--- config.mk ---
export PLATFORM = sky130hd
export DESIGN_NAME = fpc_sqrt_cell
export DESIGN_NICKNAME = d
export VERILOG_FILES = /design/src/hdl/fpc_pkg.sv /design/src/hdl/fpc_sqrt_cell.sv
export SDC_FILE = /design/constraint.sdc
export NUM_CORES = 1
export LEC_CHECK = 0
export BUFFER_PORTS_ARGS = -buffer_cell sky130_fd_sc_hd__buf_2
export CAP_MARGIN = 20
export CORE_AREA = 2 2 215 217
export DETAILED_ROUTE_END_ITERATION = 8
export DIE_AREA = 0 0 217 219
export MAX_ROUTING_LAYER = met4
export SYNTH_ARGS = -nofsm -noshare
export SYNTH_HDL_FRONTEND = slang
export SYNTH_SLANG_ARGS = --single-unit
--- constraint.sdc ---
create_clock -name clk -period 14.18 [get_ports clk]
set_clock_uncertainty 0.05 [all_clocks]
set_input_delay 3.545 -clock clk [delete_from_list [all_inputs] [get_ports clk]]
set_output_delay 3.545 -clock clk [all_outputs]
set_load 0.1 [all_outputs]
--- src/hdl/fpc_pkg.sv ---
`timescale 1ns / 1ps
// ----------------------------------------------------------------------------
// Fixed-point physics calculator package
// Shared widths, action and status codes, transfer payloads and the
// side-band records that travel down the root and divider cell chains.
// ----------------------------------------------------------------------------
package fpc_pkg;

  localparam int WORD_BITS = 32;
  // Radicand magnitude and the integer root taken from it.
  localparam int RAD_BITS  = 2 * WORD_BITS + 2;
  localparam int ROOT_BITS = WORD_BITS + 1;
  localparam int REM_BITS  = ROOT_BITS + 2;
  // Multiplier operands hold a sign-extended sum or four times a word.
  localparam int MUL_BITS  = WORD_BITS + 3;
  localparam int PROD_BITS = 2 * MUL_BITS;
  localparam int SUM_BITS  = PROD_BITS + 2;

  typedef enum logic [3:0] {
    ACT_MUL   = 4'd0,
    ACT_DIV   = 4'd1,
    ACT_ADD   = 4'd2,
    ACT_SUB   = 4'd3,
    ACT_INTER = 4'd4,
    ACT_QUAD  = 4'd5,
    ACT_LEN3  = 4'd6,
    ACT_LEN4  = 4'd7,
    ACT_MASS  = 4'd8
  } action_t;

  typedef enum logic [2:0] {
    ST_OK       = 3'd0,
    ST_COMPLEX  = 3'd1,
    ST_DIV_ZERO = 3'd2,
    ST_UNPHYS   = 3'd3,
    ST_INVALID  = 3'd4
  } status_t;

  typedef logic signed [WORD_BITS:0]    wide1_t;
  typedef logic signed [MUL_BITS-1:0]   mul_t;
  typedef logic signed [PROD_BITS-1:0]  prod_t;
  typedef logic signed [SUM_BITS-1:0]   sum_t;

  typedef struct packed {
    logic [3:0]                  action;
    logic signed [WORD_BITS-1:0] operand_0;
    logic signed [WORD_BITS-1:0] operand_1;
    logic signed [WORD_BITS-1:0] operand_2;
    logic signed [WORD_BITS-1:0] operand_3;
    logic signed [WORD_BITS-1:0] operand_4;
    logic signed [WORD_BITS-1:0] operand_5;
    logic signed [WORD_BITS-1:0] operand_6;
    logic signed [WORD_BITS-1:0] operand_7;
  } in_item_t;

  typedef struct packed {
    logic signed [WORD_BITS-1:0] result_main;
    logic signed [WORD_BITS-1:0] result_second;
    status_t                     status;
    logic                        saturated;
  } out_item_t;

  // Carried through the multiply stages.
  typedef struct packed {
    action_t                     action;
    logic signed [WORD_BITS-1:0] op_a;
    logic signed [WORD_BITS-1:0] op_b;
    wide1_t                      as_sum;
  } fr_side_t;

  // Carried alongside the root chain.
  typedef struct packed {
    action_t                     action;
    logic signed [WORD_BITS-1:0] op_a;
    logic signed [WORD_BITS-1:0] op_b;
    logic                        neg;
    logic                        dneg;
    logic [RAD_BITS-1:0]         dmag;
  } sq_side_t;

  // Carried alongside the divider chain.
  typedef struct packed {
    status_t             status;
    logic                use_q;
    logic                neg0;
    logic                neg1;
    logic                dneg;
    logic [RAD_BITS-1:0] dmag;
  } dv_side_t;

endpackage

--- src/hdl/fpc_sqrt_cell.sv ---
`timescale 1ns / 1ps
// ----------------------------------------------------------------------------
// Square root cell
// Settles one root bit from the next two radicand bits and passes the
// partial root, remainder and remaining radicand to the next cell.
// ----------------------------------------------------------------------------
module fpc_sqrt_cell (
  input  logic                             clk,
  input  logic                             rst_n,
  input  logic                             valid_i,
  input  logic                             stall_i,
  input  fpc_pkg::sq_side_t                side_i,
  input  logic [fpc_pkg::RAD_BITS-1:0]     rad_i,
  input  logic [fpc_pkg::REM_BITS-1:0]     rem_i,
  input  logic [fpc_pkg::ROOT_BITS-1:0]    root_i,
  output logic                             valid_o,
  output logic                             stall_o,
  output fpc_pkg::sq_side_t                side_o,
  output logic [fpc_pkg::RAD_BITS-1:0]     rad_o,
  output logic [fpc_pkg::REM_BITS-1:0]     rem_o,
  output logic [fpc_pkg::ROOT_BITS-1:0]    root_o
);

  localparam int RADW = fpc_pkg::RAD_BITS;
  localparam int REMW = fpc_pkg::REM_BITS;
  localparam int RTW  = fpc_pkg::ROOT_BITS;

  logic                valid_r;
  fpc_pkg::sq_side_t   side_r;
  logic [RADW-1:0]     rad_r, rad_nxt;
  logic [REMW-1:0]     rem_r, rem_nxt;
  logic [RTW-1:0]      root_r, root_nxt;
  logic [REMW+1:0]     cand, trial;
  logic                ge;

  always_comb begin
    cand     = {rem_i, rad_i[RADW-1 -: 2]};
    trial    = {2'b00, root_i, 2'b01};
    ge       = (cand >= trial);
    rem_nxt  = ge ? REMW'(cand - trial) : REMW'(cand);
    root_nxt = {root_i[RTW-2:0], ge};
    rad_nxt  = {rad_i[RADW-3:0], 2'b00};
  end

  assign stall_o = valid_r & stall_i;

  always_ff @(posedge clk) begin
    if (!rst_n) begin
      valid_r <= 1'b0;
    end else if (!stall_o) begin
      valid_r <= valid_i;
    end
  end

  always_ff @(posedge clk) begin
    if (!stall_o) begin
      side_r <= side_i;
      rad_r  <= rad_nxt;
      rem_r  <= rem_nxt;
      root_r <= root_nxt;
    end
  end

  assign valid_o = valid_r;
  assign side_o  = side_r;
  assign rad_o   = rad_r;
  assign rem_o   = rem_r;
  assign root_o  = root_r;

endmodule

==> metrics <==
Hold Buf Count CTS=0; CTS tree=yes; Storage cell area=8068 sq um; type of the worst setup path=input pin to output port; status=completed; port bufs=543; antenna violations before repair=13; worst vdd ir=0.1171 mV; DIE HEIGHT=219 microns; endpoints failing setup=0; r2r endpoint=side_o[16]; Post-route DRC=0; ys async rst share=0%; first-pass GRT wire length=52.16 mm; crit path max fanout=86; setup TNS=0 ns; DR iter-0 viols=417; power density cells=~170 nW/um^2; Multi-input gate area=2407 sq um; FILL cells=4,483; worst endpoint required time=about 11 ns; core outline area=45,090 sq um; yosys synthesis warning count=0; Placed Area=around 14,000 sq um; drt first pass iters=7; Pwr Total=~2.5 mW; post-synthesis cell area=10,750 sq um; Slew Viols, Final=0; critical path arrival=4.71 ns; Non-Filler Instances=1,817; Final Worst Setup Slack=slightly below 6 ns; number of synthesized flops with an enable pin=268; pre-CTS WS=~5.8 ns; hold depth=1; vias per inst=4.219; RSZ-0062 raised after global routing=no; Synth Area in Simple Gates=3.982%; top cells by count, synth=edfxtp_1 (268), inv_1 (42), ha_1 (35), a21oi_1 (30); Mapped Cells=628; post-synthesis register bit count=269; gpl congestion=0.8802; Final Critical Period=around 8.3 ns; Clock Sinks=269; R2R depth=2; Worst Setup End Kind=output port; post_cts resized=0; Clock Tree Root=clkbuf_16; Routed Antenna Nets=0; leak pwr=6.786 nW; top cells by area, synth=edfxtp_1 (75%), ha_1 (4.1%), mux2_4 (3.5%); final hold violations=0; die area=around 48,000 sq um; R2R setup slack=11.82 ns; dominant cell type by area after synthesis=edfxtp_1; Compound-Gate Fraction of Synth Area=7.033%; mux share of post-synthesis cell area=4.401%; Hold Crit Start=valid_o; Initial Utilization=23.83%; die width=~220 microns; Main synth FF type=edfxtp_1; CTS Buf Count=30; Detailed Route WL=38.10 mm; Hold EP=side_o[8]; fraction of the mapped netlist area in adder cells=4.075%; main combinational cell family by area after synthesis=compound AO/OA/AOI/OAI gates; Synth cell types=58; Worst-Margin Slew=1.134 ns; sequential share of the synthesized area=approximately 75%; Overflow after GRT=0; I/O pin count=546; worst-skew pair later-pin latency=between 0.5 and 0.6 ns; H-tree depth=1; clock tree buffer depth=3; cell count after placement=about 1,800; Yosys top cell area share=74.90%; ratio of cells with drive above 1 in the final layout=52.11%; most frequent cell after synthesis=edfxtp_1; via count=about 7,700; Cell Rows=78; final instance area=15,110 sq um; period utilization=58.53%; Avg Inst Size Synth=17.11 sq um; max cap viols=0; Rel. slew slack=24.38%; Tightest Hold Check Type=flop to flop; vias in the first global route=7,630; f_max=0.1205 GHz; XOR/XNOR share of the synthesized area=2.690%; nets=1,497; GRT Total Usage=15.46%; P&R area growth vs syn=40.61%; Critical Path Start Type=input pin; maximum number of pins on one net before global-route repair=185; HPWL after detailed placement=30.41 mm; clock-pin transition on the worst setup and hold timing paths=0.06 ns; WL per Instance=~21 microns; origin of the critical flop-to-flop path=valid_o; Post-CTS Setup Bufs=0
layout by cell type, fill, tap and decap left out, types with 3 or more instances in the layout:
cell and n:
clkbuf_1 6, nor2_1 22, ha_1 35, nand3_1 9, edfxtp_1 268, and3_1 4, a21oi_1 30, o221ai_1 4
nand4_1 8, xor2_1 14, mux2i_1 3, inv_1 42, mux2_4 25, o21a_1 4, a31o_2 3, clkinv_1 6
o21ai_0 12, xnor2_1 19, nor2b_1 4, bufinv_16 3, diode_2 8, mux2_2 6, buf_2 543, clkinv_2 4
clkbuf_16 30, o21bai_1 3, a21o_1 26, nand2_1 25
power breakdown:
| part | switching (mW) | internal, mW |
|---|---|---|
| combinational | 0.656 | 0.141 |
| sequential | 0.0186 | 0.959 |
| clock | 0.325 | 0.443 |
stage by stage:
| step | utilization [%] | hold WS [ns] |
|---|---|---|
| 6_report | 33.51 | 1.093 |
| 2_1_floorplan | - | 3.594 |
| 5_1_grt | 33.51 | 1.195 |
| 3_3_place_gp | 31.34 | 1.101 |
| 4_1_cts | 33.47 | 1.150 |
| 3_5_place_dp | 31.34 | 1.140 |
cell families after synthesis:
family / Yosys count
compound gates: 108
simple gates: 88
mux: 34
flops: 269
buf+inv: 60
other cells: 1
xor+xnor: 33
fa+ha+maj: 35
critical path, stage by stage:
cell and delay (ns):
buf_2 0.13, nand2_8 0.36, inv_1 0.21, buf_2 0.45
how the worst max path moves through the flow:
stage / from / end / cells after the start
after floorplan: stall_i / stall_o / 2
after global placement: stall_i / stall_o / 4
after detailed placement: stall_i / stall_o / 4
after CTS: stall_i / stall_o / 4
after global routing: stall_i / stall_o / 4
final: stall_i / stall_o / 4
sequential cells by signal (all words and copies together), names as in the netlist:
register  flops
rad_o        64
rem_o        35
root_o       33
side_o      136
valid_o       1
metal layers:
layer / vias to the layer above / routed length [microns] / global-route usage (%)
met5: - / 0 / -
met4: 0 / 702 / 2.900
met3: 50 / 2677 / 3.964
met2: 322 / 20200 / 27.92
met1: 3767 / 14530 / 17.32
li1: 3527 / - / -
cell type report:
cell class                 instances  share of cell area (%)
antenna                            8                  0.1325
clock buffer                      36                   5.118
clock inverter                    17                   1.242
inverter                          42                   1.043
multi-input combinational        300                   15.93
sequential                       269                   53.40
tap                              600                   4.969
timing repair buffer             545                   18.17
No activity file was read; power rests on OpenSTA's default activity.
