===== config.mk =====
export PLATFORM = sky130hd
export DESIGN_NAME = fpc_div_cell
export DESIGN_NICKNAME = d
export VERILOG_FILES = /design/src/hdl/fpc_pkg.sv /design/src/hdl/fpc_div_cell.sv
export SDC_FILE = /design/constraint.sdc
export NUM_CORES = 1
export LEC_CHECK = 0
export BUFFER_PORTS_ARGS = -buffer_cell sky130_fd_sc_hd__buf_2
export CORE_AREA = 2 2 211 213
export CTS_CLUSTER_DIAMETER = 200
export DETAILED_ROUTE_END_ITERATION = 16
export DIE_AREA = 0 0 213 215
export PLACE_DENSITY_LB_ADDON = 0.08
export SLEW_MARGIN = 20
export SYNTH_ARGS = -nofsm -noshare
export SYNTH_HDL_FRONTEND = slang
export SYNTH_SLANG_ARGS = --single-unit

===== constraint.sdc =====
create_clock -name clk -period 16.2 [get_ports clk]
set_input_delay 0 -clock clk [delete_from_list [all_inputs] [get_ports clk]]
set_output_delay 0 -clock clk [all_outputs]
set_load 0.02 [all_outputs]

===== src/hdl/fpc_pkg.sv =====
`timescale 1ns / 1ps
// ----------------------------------------------------------------------------
// Fixed-point physics calculator package
// Shared widths, action and status codes, transfer payloads and the
// side-band records that travel down the root and divider cell chains.
// ----------------------------------------------------------------------------
package fpc_pkg;

  localparam int WORD_BITS = 32;
  // Radicand magnitude and the integer root taken from it.
  localparam int RAD_BITS  = 2 * WORD_BITS + 2;
  localparam int ROOT_BITS = WORD_BITS + 1;
  localparam int REM_BITS  = ROOT_BITS + 2;
  // Multiplier operands hold a sign-extended sum or four times a word.
  localparam int MUL_BITS  = WORD_BITS + 3;
  localparam int PROD_BITS = 2 * MUL_BITS;
  localparam int SUM_BITS  = PROD_BITS + 2;

  typedef enum logic [3:0] {
    ACT_MUL   = 4'd0,
    ACT_DIV   = 4'd1,
    ACT_ADD   = 4'd2,
    ACT_SUB   = 4'd3,
    ACT_INTER = 4'd4,
    ACT_QUAD  = 4'd5,
    ACT_LEN3  = 4'd6,
    ACT_LEN4  = 4'd7,
    ACT_MASS  = 4'd8
  } action_t;

  typedef enum logic [2:0] {
    ST_OK       = 3'd0,
    ST_COMPLEX  = 3'd1,
    ST_DIV_ZERO = 3'd2,
    ST_UNPHYS   = 3'd3,
    ST_INVALID  = 3'd4
  } status_t;

  typedef logic signed [WORD_BITS:0]    wide1_t;
  typedef logic signed [MUL_BITS-1:0]   mul_t;
  typedef logic signed [PROD_BITS-1:0]  prod_t;
  typedef logic signed [SUM_BITS-1:0]   sum_t;

  typedef struct packed {
    logic [3:0]                  action;
    logic signed [WORD_BITS-1:0] operand_0;
    logic signed [WORD_BITS-1:0] operand_1;
    logic signed [WORD_BITS-1:0] operand_2;
    logic signed [WORD_BITS-1:0] operand_3;
    logic signed [WORD_BITS-1:0] operand_4;
    logic signed [WORD_BITS-1:0] operand_5;
    logic signed [WORD_BITS-1:0] operand_6;
    logic signed [WORD_BITS-1:0] operand_7;
  } in_item_t;

  typedef struct packed {
    logic signed [WORD_BITS-1:0] result_main;
    logic signed [WORD_BITS-1:0] result_second;
    status_t                     status;
    logic                        saturated;
  } out_item_t;

  // Carried through the multiply stages.
  typedef struct packed {
    action_t                     action;
    logic signed [WORD_BITS-1:0] op_a;
    logic signed [WORD_BITS-1:0] op_b;
    wide1_t                      as_sum;
  } fr_side_t;

  // Carried alongside the root chain.
  typedef struct packed {
    action_t                     action;
    logic signed [WORD_BITS-1:0] op_a;
    logic signed [WORD_BITS-1:0] op_b;
    logic                        neg;
    logic                        dneg;
    logic [RAD_BITS-1:0]         dmag;
  } sq_side_t;

  // Carried alongside the divider chain.
  typedef struct packed {
    status_t             status;
    logic                use_q;
    logic                neg0;
    logic                neg1;
    logic                dneg;
    logic [RAD_BITS-1:0] dmag;
  } dv_side_t;

endpackage


===== src/hdl/fpc_div_cell.sv =====
`timescale 1ns / 1ps
// ----------------------------------------------------------------------------
// Divider cell
// Restoring division step for two quotient lanes that share one divisor.
// The numerator shifts out at the top while quotient bits shift in below.
// ----------------------------------------------------------------------------
module fpc_div_cell #(
  parameter int NUM_BITS = 50,
  parameter int DEN_BITS = 33
) (
  input  logic                          clk,
  input  logic                          rst_n,
  input  logic                          valid_i,
  input  logic                          stall_i,
  input  fpc_pkg::dv_side_t             side_i,
  input  logic [DEN_BITS-1:0]           den_i,
  input  logic [1:0][NUM_BITS-1:0]      nq_i,
  input  logic [1:0][DEN_BITS-1:0]      rm_i,
  output logic                          valid_o,
  output logic                          stall_o,
  output fpc_pkg::dv_side_t             side_o,
  output logic [DEN_BITS-1:0]           den_o,
  output logic [1:0][NUM_BITS-1:0]      nq_o,
  output logic [1:0][DEN_BITS-1:0]      rm_o
);

  logic                       valid_r;
  fpc_pkg::dv_side_t          side_r;
  logic [DEN_BITS-1:0]        den_r;
  logic [1:0][NUM_BITS-1:0]   nq_r, nq_nxt;
  logic [1:0][DEN_BITS-1:0]   rm_r, rm_nxt;
  logic [DEN_BITS:0]          cand [2];
  logic                       ge [2];

  always_comb begin
    for (int i = 0; i < 2; i++) begin
      cand[i]   = {rm_i[i], nq_i[i][NUM_BITS-1]};
      ge[i]     = (cand[i] >= {1'b0, den_i});
      rm_nxt[i] = ge[i] ? DEN_BITS'(cand[i] - {1'b0, den_i}) : DEN_BITS'(cand[i]);
      nq_nxt[i] = {nq_i[i][NUM_BITS-2:0], ge[i]};
    end
  end

  assign stall_o = valid_r & stall_i;

  always_ff @(posedge clk) begin
    if (!rst_n) begin
      valid_r <= 1'b0;
    end else if (!stall_o) begin
      valid_r <= valid_i;
    end
  end

  always_ff @(posedge clk) begin
    if (!stall_o) begin
      side_r <= side_i;
      den_r  <= den_i;
      nq_r   <= nq_nxt;
      rm_r   <= rm_nxt;
    end
  end

  assign valid_o = valid_r;
  assign side_o  = side_r;
  assign den_o   = den_r;
  assign nq_o    = nq_r;
  assign rm_o    = rm_r;

endmodule

==> results.sh <==
export IMPL_wl_um=48800
export IMPL_max_cap_violations=0
export IMPL_dr_pass1_iters=4
export IMPL_holdWs_ns=0.0122
export IMPL_die_y_um=215
export IMPL_min_path_cells=3
export IMPL_fin_tns_setup_ns=0
export IMPL_dieArea_um2=45800
export IMPL_hold_viol=0
export IMPL_htree_levels=2
export IMPL_final_max_slew_viol_count=0
export IMPL_ys_ff_latch=273
export IMPL_ir_worst_vdd_v=0.0000682
export IMPL_grt_max_degree=77
export IMPL_syn_area_per_cell_um2=13.9
export IMPL_cts_root_buf="clkbuf_16"
export IMPL_synth_top_family_by_area="compound AO/OA/AOI/OAI gates"
export IMPL_worstSetupPathType="primary input to flip-flop"
export IMPL_postSynth_asyncResetShare_pct=0
export IMPL_worst_pin_slew_ns=0.956
export IMPL_fin_skew_ns=0.0142
export IMPL_cts_sinks=273
export IMPL_yosysWarnings=0
export IMPL_port_buffers=549
export IMPL_min_period_over_period_pct=26.5
export IMPL_wl_per_cell_um=20.5
export IMPL_drive_above_1_share_pct=36.3
export IMPL_cts_clk_slew_worst_paths_ns=0.06
export IMPL_hpwlAfterDp_um=37900
export IMPL_synth_edf_count=272
export IMPL_cts_path_max_buffers=3
export IMPL_ys_flop_type="edfxtp_1"
export IMPL_synthCells=926
export IMPL_leakage_uw=0.00892
export IMPL_clk_latency_ns=0.54
export IMPL_netlist_area_leader_share_pct=63.5
export IMPL_core_area_um2=43600
export IMPL_hold_class="primary input to flip-flop"
export IMPL_fmaxAchievable_ghz=0.233
export IMPL_power_density_nw_per_um2=106
export IMPL_synthXorXnorAreaFrac_pct=3.20
export IMPL_worstPathRequired_ns=16.47
export IMPL_syn2layout_area_growth_pct=56.2
export IMPL_first_iter_violations=586
export IMPL_synth_top_area_cell="edfxtp_1"
export IMPL_rsz0062_at_grt="no"
export IMPL_end_kind="flip-flop"
export IMPL_placementRows=77
export IMPL_synthAdderAreaFrac_pct=6.73
export IMPL_io_pins=550
export IMPL_place_congestion=0.838
export IMPL_grt_pass1_vias=11200
export IMPL_muxShareOfSynthArea_pct=4.91
export IMPL_r2r_end="valid_o"
export IMPL_detailroute_via_count=10800
export IMPL_drc=0
export IMPL_die_x_um=213
export IMPL_grt_pass1_wl_um=70200
export IMPL_syn_area_um2=12900
export IMPL_synth_seq_area_share_pct=63.7
export IMPL_antenna_left=0
export IMPL_mostFrequentLayoutCells="buf_2, edfxtp_1, dlygate4sd3_1, ha_1, inv_1"
export IMPL_cp_endpoint="rm_o[37]"
export IMPL_relSlewSlack_pct=35.7
export IMPL_ctsResizeCount=0
export IMPL_startpoint="nq_i[99]"
export IMPL_cts_tree="yes"
export IMPL_grt_antenna_before_repair=4
export IMPL_grt_overflow=0
export IMPL_syn_num_nets=1270
export IMPL_synth_top_cells_by_area="edfxtp_1, ha_1, a21oi_1"
export IMPL_fin_crit_ns=4.29
export IMPL_cts_made_buffers=34
export IMPL_critPathLaunchType="primary input"
export IMPL_worstPathArrival_ns=4.56
export IMPL_regToRegStartpoint="valid_o"
export IMPL_viasPerCell=4.55
export IMPL_setup_viol=0
export IMPL_fin_nets=2106
export IMPL_synth_compound_area_share_pct=11.9
export IMPL_synth_cell_types=70
export IMPL_grt_util_all_layers_pct=20.7
export IMPL_synth_simple_gate_area_share_pct=6.93
export IMPL_start_util_pct=29.5
export IMPL_crit_fanout=27
export IMPL_status="finished clean"
export IMPL_reg2reg_depth=5
export IMPL_layout_commonest_cell="buf_2"
export IMPL_reg2reg_slack_ns=13.31
-- critical path: stages --
cell and delay (ns):
dlygate4sd3_1 0.53, buf_2 0.12, inv_1 0.07, ha_1 0.16
inv_1 0.05, fa_1 0.41, a21o_1 0.23, a221oi_2 0.43
o221ai_2 0.25, a2111o_1 0.56, a211oi_2 0.39, o31a_4 0.24
o21a_1 0.45, inv_6 0.27, mux2_1 0.39
-- registers in the layout, summed over array words and instances, names as in the netlist --
name	count
valid_o	1
side_o	73
den_o	33
nq_o	100
rm_o	66
-- repair_timing --
action / 4_1_cts / 5_1_grt
buffers inserted: 0 / 0
hold endpoints to repair: 269 / 0
hold buffers: 270 / 0
-- power breakdown --
group          total (uW)  switching [uW]  internal (uW)  leakage [uW]
Sequential            881            18.0            863       0.00283
Clock                 756             309            447      0.000528
Combinational         500             294            206       0.00557
Total                2140             621           1520       0.00892
-- through the flow --
step / area [um2] / setup slack [ns] / utilization [%] / total power, uW / instances
final: 20100 / 11.91 / 46.0 / 2140 / 2380
after global routing: 20100 / 11.66 / 46.0 / 2230 / 2379
after CTS: 20100 / 11.94 / 46.0 / 2170 / 2379
after detailed placement: 16300 / 11.91 / 37.3 / 1340 / 2048
after global placement: 16300 / 11.99 / 37.3 / 1340 / 2048
after floorplan: 12900 / 8.22 / - / 1170 / 926
-- cell usage after synthesis, types with 3 or more instances --
master and instances:
and3_1 10, xor2_1 15, o21bai_1 5, mux2_4 19, xnor2_1 32, clkbuf_1 17
mux2_1 22, or2_2 5, o211ai_1 10, a31o_2 4, or3_1 3, a21oi_1 57
o31a_1 3, nand4_1 13, nand2_1 41, nand3_1 17, o21a_1 14, a21boi_0 5
a211oi_1 7, a21o_1 37, o21ai_0 34, edfxtp_1 272, a31oi_1 7, o31ai_1 12
buf_2 3, nor2_1 48, nor3_1 17, mux2_2 7, ha_1 66, nor2b_1 6
inv_1 59, buf_6 3, nor4_1 3
-- how the worst min path moves through the flow --
stage,startpoint,endpoint
after floorplan,den_i[0],den_o[0]
after global placement,side_i[55],side_o[55]
after detailed placement,side_i[49],side_o[49]
after CTS,rm_i[39],rm_o[40]
after global routing,rm_i[39],rm_o[40]
final,rm_i[39],rm_o[40]
-- layer usage --
layer | global-route usage, % | up-vias | wire, um
met2 | 35.8 | 333 | 23700
met5 | 0 | - | 41
met4 | 5.66 | 6 | 1180
met3 | 5.55 | 66 | 3320
met1 | 25.2 | 5187 | 20500
li1 | - | 5232 | -
-- final cells by class --
| cell class | count | area (um2) |
|---|---|---|
| repair buffers | 823 | 5480 |
| well taps | 592 | 741 |
| inverters | 61 | 234 |
| diodes | 1 | 2.50 |
| fillers | 4110 | 23600 |
| clock inverters | 21 | 213 |
| multi-input cells | 569 | 4340 |
| flip-flops and latches | 273 | 8190 |
| clock buffers | 40 | 895 |
-- kinds of logic after synthesis --
logic type / count (synthesis)
buffers and inverters: 84
multiplexers: 50
AND/OR/NAND/NOR: 180
XOR/XNOR: 47
flip-flops: 273
AO/OA/AOI/OAI: 224
adder cells (fa/ha/maj): 68
Power figures use the tool's default switching activity.
